$ cat src/hw/rtl/rbdq_pkg.sv
`default_nettype none

package rbdq_pkg;

  localparam int unsigned WORD_W  = 32;
  localparam int unsigned COUNT_W = 9;

  typedef enum logic [2:0] {
    CMD_QUERY      = 3'd0,
    CMD_PUSH_FRONT = 3'd1,
    CMD_PUSH_BACK  = 3'd2,
    CMD_POP_FRONT  = 3'd3,
    CMD_POP_BACK   = 3'd4
  } rbdq_cmd_t;

  typedef struct packed {
    rbdq_cmd_t                 cmd;
    logic signed [WORD_W-1:0]  push_value;
  } rbdq_req_t;

  typedef struct packed {
    logic signed [WORD_W-1:0]  pop_value;
    logic                      pop_ok;
    logic                      overflow;
    logic [COUNT_W-1:0]        count;
    logic                      deque_empty;
    logic signed [WORD_W-1:0]  front_value;
    logic signed [WORD_W-1:0]  back_value;
  } rbdq_rsp_t;

endpackage

`default_nettype wire

$ cat src/hw/rtl/rbdq_ctrl.sv
`default_nettype none

module rbdq_ctrl #(
  parameter int unsigned DEPTH = 256,
  parameter int unsigned AW    = $clog2(DEPTH),
  parameter int unsigned CW    = $clog2(DEPTH + 1)
) (
  input  wire logic                               clk,
  input  wire logic                               rst,
  input  wire logic                               start,
  input  wire rbdq_pkg::rbdq_req_t                req,
  output      logic                               busy,
  output      logic                               done,
  output      rbdq_pkg::rbdq_rsp_t                rsp,
  output      logic                               mem_we,
  output      logic [AW-1:0]                      mem_waddr,
  output      logic signed [rbdq_pkg::WORD_W-1:0] mem_wdata,
  output      logic                               mem_re,
  output      logic [AW-1:0]                      mem_raddr,
  input  wire logic signed [rbdq_pkg::WORD_W-1:0] mem_rdata
);

  typedef enum logic [1:0] {
    S_IDLE,
    S_EXEC,
    S_READ
  } state_t;

  state_t                             state;
  state_t                             state_next;
  rbdq_pkg::rbdq_req_t                req_q;
  logic [AW-1:0]                      head;
  logic [AW-1:0]                      head_next;
  logic [AW-1:0]                      tail;
  logic [AW-1:0]                      tail_next;
  logic [CW-1:0]                      held;
  logic [CW-1:0]                      held_next;
  logic signed [rbdq_pkg::WORD_W-1:0] front_word;
  logic signed [rbdq_pkg::WORD_W-1:0] front_word_next;
  logic signed [rbdq_pkg::WORD_W-1:0] back_word;
  logic signed [rbdq_pkg::WORD_W-1:0] back_word_next;
  logic signed [rbdq_pkg::WORD_W-1:0] popped;
  logic signed [rbdq_pkg::WORD_W-1:0] popped_next;
  logic                               pop_ok;
  logic                               pop_ok_next;
  logic                               ovf;
  logic                               ovf_next;
  logic                               read_front;
  logic                               read_front_next;
  logic                               need_read;
  logic                               is_full;
  logic                               is_none;
  rbdq_pkg::rbdq_rsp_t                rsp_next;

  function automatic logic [AW-1:0] pos_inc(input logic [AW-1:0] p);
    return (p == AW'(DEPTH - 1)) ? '0 : p + AW'(1);
  endfunction

  function automatic logic [AW-1:0] pos_dec(input logic [AW-1:0] p);
    return (p == '0) ? AW'(DEPTH - 1) : p - AW'(1);
  endfunction

  assign is_full = (held == CW'(DEPTH));
  assign is_none = (held == '0);

  always_comb begin
    head_next       = head;
    tail_next       = tail;
    held_next       = held;
    front_word_next = front_word;
    back_word_next  = back_word;
    popped_next     = popped;
    pop_ok_next     = pop_ok;
    ovf_next        = ovf;
    read_front_next = read_front;
    need_read       = 1'b0;
    mem_we          = 1'b0;
    mem_waddr       = head;
    mem_wdata       = req_q.push_value;
    mem_re          = 1'b0;
    mem_raddr       = head;

    if (state == S_EXEC) begin
      popped_next = '0;
      pop_ok_next = 1'b0;
      ovf_next    = 1'b0;
      unique case (req_q.cmd)
        rbdq_pkg::CMD_PUSH_FRONT: begin
          if (is_full) begin
            ovf_next = 1'b1;
          end else begin
            head_next       = pos_dec(head);
            mem_we          = 1'b1;
            mem_waddr       = head_next;
            front_word_next = req_q.push_value;
            if (is_none) begin
              back_word_next = req_q.push_value;
            end
            held_next = held + CW'(1);
          end
        end
        rbdq_pkg::CMD_PUSH_BACK: begin
          if (is_full) begin
            ovf_next = 1'b1;
          end else begin
            mem_we         = 1'b1;
            mem_waddr      = tail;
            tail_next      = pos_inc(tail);
            back_word_next = req_q.push_value;
            if (is_none) begin
              front_word_next = req_q.push_value;
            end
            held_next = held + CW'(1);
          end
        end
        rbdq_pkg::CMD_POP_FRONT: begin
          if (!is_none) begin
            popped_next     = front_word;
            pop_ok_next     = 1'b1;
            head_next       = pos_inc(head);
            held_next       = held - CW'(1);
            need_read       = (held != CW'(1));
            read_front_next = 1'b1;
            mem_re          = need_read;
            mem_raddr       = head_next;
          end
        end
        rbdq_pkg::CMD_POP_BACK: begin
          if (!is_none) begin
            popped_next     = back_word;
            pop_ok_next     = 1'b1;
            tail_next       = pos_dec(tail);
            held_next       = held - CW'(1);
            need_read       = (held != CW'(1));
            read_front_next = 1'b0;
            mem_re          = need_read;
            mem_raddr       = pos_dec(tail_next);
          end
        end
        default: begin
        end
      endcase
    end else if (state == S_READ) begin
      if (read_front) begin
        front_word_next = mem_rdata;
      end else begin
        back_word_next = mem_rdata;
      end
    end
  end

  always_comb begin
    rsp_next.pop_value   = popped_next;
    rsp_next.pop_ok      = pop_ok_next;
    rsp_next.overflow    = ovf_next;
    rsp_next.count       = rbdq_pkg::COUNT_W'(held_next);
    rsp_next.deque_empty = (held_next == '0);
    rsp_next.front_value = (held_next == '0) ? '0 : front_word_next;
    rsp_next.back_value  = (held_next == '0) ? '0 : back_word_next;
  end

  always_comb begin
    state_next = state;
    unique case (state)
      S_IDLE: begin
        if (start) begin
          state_next = S_EXEC;
        end
      end
      S_EXEC: begin
        state_next = need_read ? S_READ : S_IDLE;
      end
      S_READ: begin
        state_next = S_IDLE;
      end
      default: begin
        state_next = S_IDLE;
      end
    endcase
  end

  always_ff @(posedge clk) begin
    if (rst) begin
      state <= S_IDLE;
      busy  <= 1'b0;
      done  <= 1'b0;
      head  <= '0;
      tail  <= '0;
      held  <= '0;
    end else begin
      state      <= state_next;
      busy       <= (state_next != S_IDLE);
      done       <= (state != S_IDLE) && (state_next == S_IDLE);
      head       <= head_next;
      tail       <= tail_next;
      held       <= held_next;
      front_word <= front_word_next;
      back_word  <= back_word_next;
      popped     <= popped_next;
      pop_ok     <= pop_ok_next;
      ovf        <= ovf_next;
      read_front <= read_front_next;
      if (state == S_IDLE && start) begin
        req_q <= req;
      end
      if (state_next == S_IDLE && state != S_IDLE) begin
        rsp <= rsp_next;
      end
    end
  end

endmodule

`default_nettype wire
$ cat config.mk
export PLATFORM = sky130hd
export DESIGN_NAME = rbdq_ctrl
export DESIGN_NICKNAME = d
export VERILOG_FILES = /design/src/hw/rtl/rbdq_pkg.sv /design/src/hw/rtl/rbdq_ctrl.sv
export SDC_FILE = /design/constraint.sdc
export NUM_CORES = 1
export LEC_CHECK = 0
export BUFFER_PORTS_ARGS = -buffer_cell sky130_fd_sc_hd__buf_2
export CORE_MARGIN = 2
export CORE_UTILIZATION = 30
export DETAILED_ROUTE_END_ITERATION = 7
export GPL_TIMING_DRIVEN = 0
export PLACE_DENSITY = 0.6
export SETUP_SLACK_MARGIN = 0.15
export SLEW_MARGIN = 5
export SYNTH_ARGS = -nofsm -noshare
export SYNTH_HDL_FRONTEND = slang
export SYNTH_SLANG_ARGS = --single-unit
$ cat constraint.sdc
create_clock -name clk -period 11 [get_ports clk]
set_input_delay 1.65 -clock clk [delete_from_list [all_inputs] [get_ports clk]]
set_output_delay 1.65 -clock clk [all_outputs]
set_load 0.005 [all_outputs]
==> reports/metrics.cfg, run 1 <==
[outcome]
status=complete, no violations

[logic_synthesis]
ys.flop_type=edfxtp_1
yosysUniqueCellTypes=75
synth_edf_count=242
syn_area_sq_um=13900
yosysSeqAreaShare=0.564
async_flop_share=0
syn-instance-count=1358
yosys_warnings=0
synth_seq_cells=271
syn_avg_cell_area_sq_um=10.3
synth_nets=1439

[grt]
grt_use_total=0.210
grt_start_max_net_pins=59
grt_pass1_wl_mm=75.4
gr-total-overflow=0
grt_pass1_vias=11700
antenna_found_initial=6

[setup_path]
start_kind=register
critPathSlowestCell=nor4b_2
cp.required_ns=9.35
slowest_delay_ns=0.76
crit_fanout=10
rr_startpoint=held[1]$_SDFF_PP0_
cp-end-kind=primary output
cpMostUsedCell=clkbuf_1
cp_data_arrival_time_ns=4.32
worstPathCellList=inv_1 -> ha_1 -> nor4b_2 -> and2_0 -> clkbuf_1 -> clkbuf_1 -> clkbuf_1 -> a221oi_1 -> a31oi_1 -> buf_2
criticalPathCategory=register to primary output
crit_start=held[1]$_SDFF_PP0_

[clocking]
cts_root_buf=clkbuf_16
cts_made_buffers=31
cts-htree-levels=1
clkTransAtPathRegs_ns=0.06
cts_setup_buffers=0
cts_tree=done
clkLatencyLatePin_ns=0.59
postCtsHoldBufs=0
cts_max_path_buffers=3
cts_repair_resize_count=0
clock_sinks=271

[power]
total_power_w=0.00259
irDropWorstVdd_v=0.000110
p_leak_nw=6.43
power_density_nw_per_um2=152

[place]
place_inst=2199
post-place-ws_ns=5.69
hpwl_mm=38.3
gp_congestion=0.912
numPortBuffers=229

[sta]
setup_ws_ns=5.03
worst_hold_slack_ns=0.541
setup_viol=0
fin_crit_sh=0.543
rsz0062_at_grt=no
worst_slew_pin_slew_ns=1.25
fin_crit_ns=5.97
fin_skew_ns=0.0240
slew_violations=0
slew_headroom=0.160
max_freq_ghz=0.168
fin_setup_tns_ns=0
hold_viol=0

[finish]
drive_gt1_frac=0.243
register_area_sq_um=7850
layout_commonest_cell=edfxtp_1
multiInputGateArea_sq_um=5220
fin_nets=1713
finalNonFillerCells=2257
num-fill-cells=4539
syn2layout_area_growth_pct=22.3
mostFrequentLayoutCells=edfxtp_1 (242), buf_2 (236), nand2_1 (215), nor2_1 (131), a21oi_1 (104)

[routing]
dr.first_iter.drc_count=1552
vias_per_cell=5.45
antenna_left=0
drtPass1Iterations=6
wl_per_cell_um=23.2
routed_wl_mm=52.3
drc_errors=0
vias=12300

[min_path]
worstHoldPathType=register to register
worstHoldStart=popped[6]$_DFFE_PN_

[floorplan]
ios=230
die_width_um=219
dieArea_sq_um=48100
start_util=0.305
die_y_um=219
rows=78
core_area_sq_um=45600

[job]
maxCapViolations=0

## worst paths after layout
| check | end | slack, ns | depth (start not counted) |
|---|---|---|---|
| min | popped[6]$_DFFE_PN_ | 0.54 | 2 |
| min reg2reg | popped[6]$_DFFE_PN_ | 0.54 | 2 |
| max reg2reg | popped[28]$_DFFE_PN_ | 7.07 | 10 |
| max | mem_raddr[1] | 5.03 | 10 |
## synthesized netlist by cell type, types with 6 or more instances
library cell,instances,share of area
a211oi_1,10,0.0054
a211oi_2,16,0.014
a21oi_1,104,0.037
a221oi_1,10,0.0063
a222oi_1,6,0.0043
a22oi_1,61,0.033
a311oi_1,19,0.012
a31oi_1,6,0.0027
and2_1,7,0.0031
and3_1,12,0.0054
buf_2,7,0.0025
buf_4,40,0.022
clkbuf_1,73,0.020
dfxtp_1,29,0.042
edfxtp_1,242,0.52
ha_1,11,0.0099
inv_1,52,0.014
nand2_1,215,0.058
nand2b_1,6,0.0027
nand3_1,25,0.0090
nand4_1,6,0.0027
nor2_1,131,0.035
nor2b_1,24,0.011
nor3_1,41,0.015
nor4_1,6,0.0027
o211ai_1,9,0.0049
o21ai_0,66,0.024
o221a_2,6,0.0049
o22ai_1,10,0.0045
or2_2,7,0.0031
or4_1,6,0.0032
xnor2_1,11,0.0069
## critical path: cells and delay by family (launching register included)
kind,cells,cell delay [ns]
flip-flops,1,0.35
AO/OA/AOI/OAI,2,0.48
adder cells (fa/ha/maj),1,0.29
AND/OR/NAND/NOR,2,0.97
buffers and inverters,5,1.64
## layout make-up
type	instances	share of cell area
tap	600	0.0441
inverter	52	0.0115
clock buffer	33	0.0460
sequential	271	0.461
clock inverter	23	0.0152
timing repair buffer	241	0.0756
antenna	2	0.000294
multi-input combinational	906	0.307
buffer	129	0.0398
## per-stage QoR
stage           util  area, sq um
2_1_floorplan      -        13900
3_3_place_gp   0.347        15800
3_5_place_dp   0.351        16000
4_1_cts        0.373        17000
5_1_grt        0.374        17000
6_report       0.374        17000
## flip-flops by register name (all words and copies together), names as in the netlist, 3 cells and up
register,count
tail,8
front_word,32
held,9
mem_wdata,32
back_word,32
rsp,108
head,8
popped,32
req_q,3
## power breakdown
| part | internal (W) | total (W) | switching, W |
|---|---|---|---|
| logic | 0.0000985 | 0.000286 | 0.000187 |
| clock network | 0.000632 | 0.00108 | 0.000448 |
| registers | 0.00119 | 0.00122 | 0.0000349 |
## logic make-up after synthesis
family / count (synthesis) / share of synthesized area
AOI/OAI and AO/OA: 361 / 0.181
xor gates and xnor gates: 16 / 0.0101
adders and majority gates: 11 / 0.00989
buffers and inverters: 181 / 0.0625
DFF: 271 / 0.564
muxes: 1 / 0.000719
and+or+nand+nor: 517 / 0.173
## metal layers
metal  vias to the layer above  global-route usage  wire length (um)
li1                       5510                   -                 -
met1                      5952               0.284             21700
met2                       713               0.334             24000
met3                       110              0.0450              5070
met4                         8              0.0703              1500
met5                         -                   0                37
Power figures use the tool's default switching activity.
==> inputs of run 2 (changes only) <==
Settings changed: PLACE_DENSITY 0.6 to 0.62.
Clock period 11 ns to 5.1 ns, I/O delays scaled along.
==> run 2 against run 1 <==
  * Combinational power is 120% higher
  * Flip-flop and latch count did not move
  * Highest routed layer unchanged
  * Clock power grew 140%
  * Die area did not move
  * Register-to-register slack got worse by 5.7 ns
  * Critical path type unchanged
  * Clock-buffer cell count is 5 higher
  * Sequential share of layout area down 0.62 points
  * Power rose by 130%
==> reports/metrics.cfg, run 2 (same netlist as run 1, synthesis figures left out) <==
[routing]
wl_per_cell_um=23.3  ; was 23.2 um
antenna_left=0  ; unchanged
drtPass1Iterations=6  ; unchanged
drc_errors=0  ; unchanged
vias=12400  ; was 12.3k
dr.first_iter.drc_count=1649  ; was 1552
vias_per_cell=5.47  ; was 5.45
routed_wl_mm=52.8  ; was 52.3 mm

[floorplan]
die_y_um=219  ; unchanged
core_area_sq_um=45600  ; unchanged
start_util=0.305  ; unchanged
die_width_um=219  ; unchanged
rows=78  ; unchanged
ios=230  ; unchanged
dieArea_sq_um=48100  ; unchanged

[place]
dpl_cell_area_sq_um=16100  ; was 16000 sq um
numPortBuffers=229  ; unchanged
gp_congestion=0.927  ; was 0.912
place_inst=2197  ; was 2199
post-place-ws_ns=0.633  ; was 5.69 ns
hpwl_mm=38.6  ; was 38.3 mm

[sta]
slew_headroom=0.147  ; was 0.160
fin_skew_ns=0.0214  ; was 0.0240 ns
fin_crit_ns=4.71
hold_viol=0  ; unchanged
fin_crit_sh=0.924
worst_hold_slack_ns=0.393  ; was 0.541 ns
worst_slew_pin_slew_ns=1.28  ; was 1.25 ns
setup_viol=0  ; unchanged
max_freq_ghz=0.212
slew_violations=0  ; unchanged
rsz0062_at_grt=no  ; unchanged
setup_ws_ns=0.387  ; was 5.03 ns
fin_setup_tns_ns=0  ; unchanged

[min_path]
hold_end=mem_wdata[22]$_DFFE_PP_  ; was popped[6]$_DFFE_PN_
worstHoldStart=req[22]  ; was popped[6]$_DFFE_PN_
worstHoldPathType=input pin to register  ; was register to register
holdPathStages=1  ; was 2

[setup_path]
critPathSlowestCell=clkbuf_1  ; was nor4b_2
cpMostUsedCell=clkbuf_1  ; unchanged
crit_buf_inv=6  ; was 5
slowest_delay_ns=0.54  ; was 0.76 ns
cp-end-kind=primary output  ; unchanged
r2r_setup_slack_ns=1.33  ; was 7.07 ns
cp_data_arrival_time_ns=3.95  ; was 4.32 ns
start_kind=register  ; unchanged
cp.required_ns=4.34  ; was 9.35 ns
worstPathCellList=nand2b_1 -> clkbuf_1 -> clkbuf_1 -> clkbuf_2 -> clkbuf_1 -> nor2_1 -> a222oi_1 -> inv_1 -> buf_2  ; was inv_1 -> ha_1 -> nor4b_2 -> and2_0 -> clkbuf_1 -> clkbuf_1 -> clkbuf_1 -> a221oi_1 -> a31oi_1 -> buf_2
rr_startpoint=held[3]$_SDFF_PP0_  ; was held[1]$_SDFF_PP0_
criticalPathCategory=register to primary output  ; unchanged
crit_fanout=10  ; unchanged
reg2reg_depth=10  ; unchanged
critPathTopFamily=buffers and inverters  ; unchanged
crit-reg2reg-capture=rsp[91]$_DFFE_PP_  ; was popped[28]$_DFFE_PN_

[finish]
drive_gt1_frac=0.247  ; was 0.243
fin_area_sq_um=17300  ; was 17000 sq um
layout_commonest_cell=edfxtp_1  ; unchanged
register_area_sq_um=7850  ; unchanged
syn2layout_area_growth_pct=24.0  ; was 22.3%
mostFrequentLayoutCells=edfxtp_1 (242), buf_2 (236), nand2_1 (215), nor2_1 (131), a21oi_1 (104)  ; unchanged
finalNonFillerCells=2261  ; was 2257
multiInputGateArea_sq_um=5240  ; was 5220 sq um
num-fill-cells=4500  ; was 4539
largest_reg_flops=108  ; unchanged
top_register=rsp  ; unchanged
fin_nets=1716  ; was 1713

[clocking]
clkTransAtPathRegs_ns=0.06  ; about the same
cts-htree-levels=2  ; was 1
cts_root_buf=clkbuf_16  ; unchanged
clock_sinks=271  ; unchanged
cts_tree=done  ; unchanged
cts_max_path_buffers=3  ; unchanged
clkLatencyLatePin_ns=0.55  ; was 0.59 ns
cts_made_buffers=34  ; was 31

[grt]
grt_pass1_wl_mm=76.6  ; was 75.4 mm
grt_pass1_vias=11700  ; about the same
antenna_found_initial=2  ; was 6
grt_start_max_net_pins=49  ; was 59
gr-total-overflow=0  ; unchanged
grt_use_total=0.216  ; was 0.210

[power]
p_leak_nw=6.54  ; was 6.43 nW
power_density_nw_per_um2=338  ; was 152 nW/um^2
irDropWorstVdd_v=0.000213  ; was 0.000110 V

[job]
maxCapViolations=0  ; unchanged

[outcome]
status=complete, no violations  ; unchanged

[run 2: metal layers]
layer / wire (um) / part of all wire / global-route usage
met5: 2 / 0.000038 / 0
met4: 1950 / 0.037 / 0.0842
met1: 22300 / 0.42 / 0.297
met2: 23500 / 0.45 / 0.332
met3: 5050 / 0.096 / 0.0444
[run 2: timing repair]
| item | CTS | global route |
|---|---|---|
| buffers inserted | 0 | 2 |
| gates resized for setup | 1 | 5 |
| endpoints found under the setup margin | 2 | 6 |
| hold buffers | 0 | 0 |
[run 2: where the power goes]
part           total, W  switching (W)  internal (W)
combinational  0.000630       0.000410      0.000221
sequential      0.00264      0.0000745       0.00256
clock           0.00256        0.00100       0.00156
[run 2: per-stage QoR]
stage / utilization / power [W]
after floorplan: - / 0.00301
after global placement: 0.347 / 0.00328
after detailed placement: 0.352 / 0.00330
after CTS: 0.378 / 0.00588
after global routing: 0.379 / 0.00602
final: 0.379 / 0.00583
[run 2: how the worst max path moves through the flow]
| stage | start | to | slack (ns) | cells past startpoint |
|---|---|---|---|---|
| 3_5_place_dp | held[1]$_SDFF_PP0_ | mem_raddr[4] | 0.63 | 10 |
| 6_report | state[1]$_SDFF_PP0_ | mem_waddr[7] | 0.39 | 9 |
| 2_1_floorplan | held[3]$_SDFF_PP0_ | rsp[0]$_SDFFCE_PP0P_ | 0.48 | 6 |
| 3_3_place_gp | held[3]$_SDFF_PP0_ | rsp[48]$_SDFFCE_PP0P_ | -1.46 | 6 |
| 5_1_grt | req_q[32]$_DFFE_PP_ | mem_raddr[2] | 0.20 | 9 |
| 4_1_cts | state[1]$_SDFF_PP0_ | mem_waddr[7] | 0.19 | 9 |
[run 2: area by class of cell]
class | count | share of cell area
sequential | 271 | 0.455
multi-input combinational | 906 | 0.303
timing repair buffer | 241 | 0.0799
clock buffer | 38 | 0.0514
tap | 600 | 0.0435
buffer | 129 | 0.0395
clock inverter | 22 | 0.0161
inverter | 52 | 0.0113
antenna | 2 | 0.000290
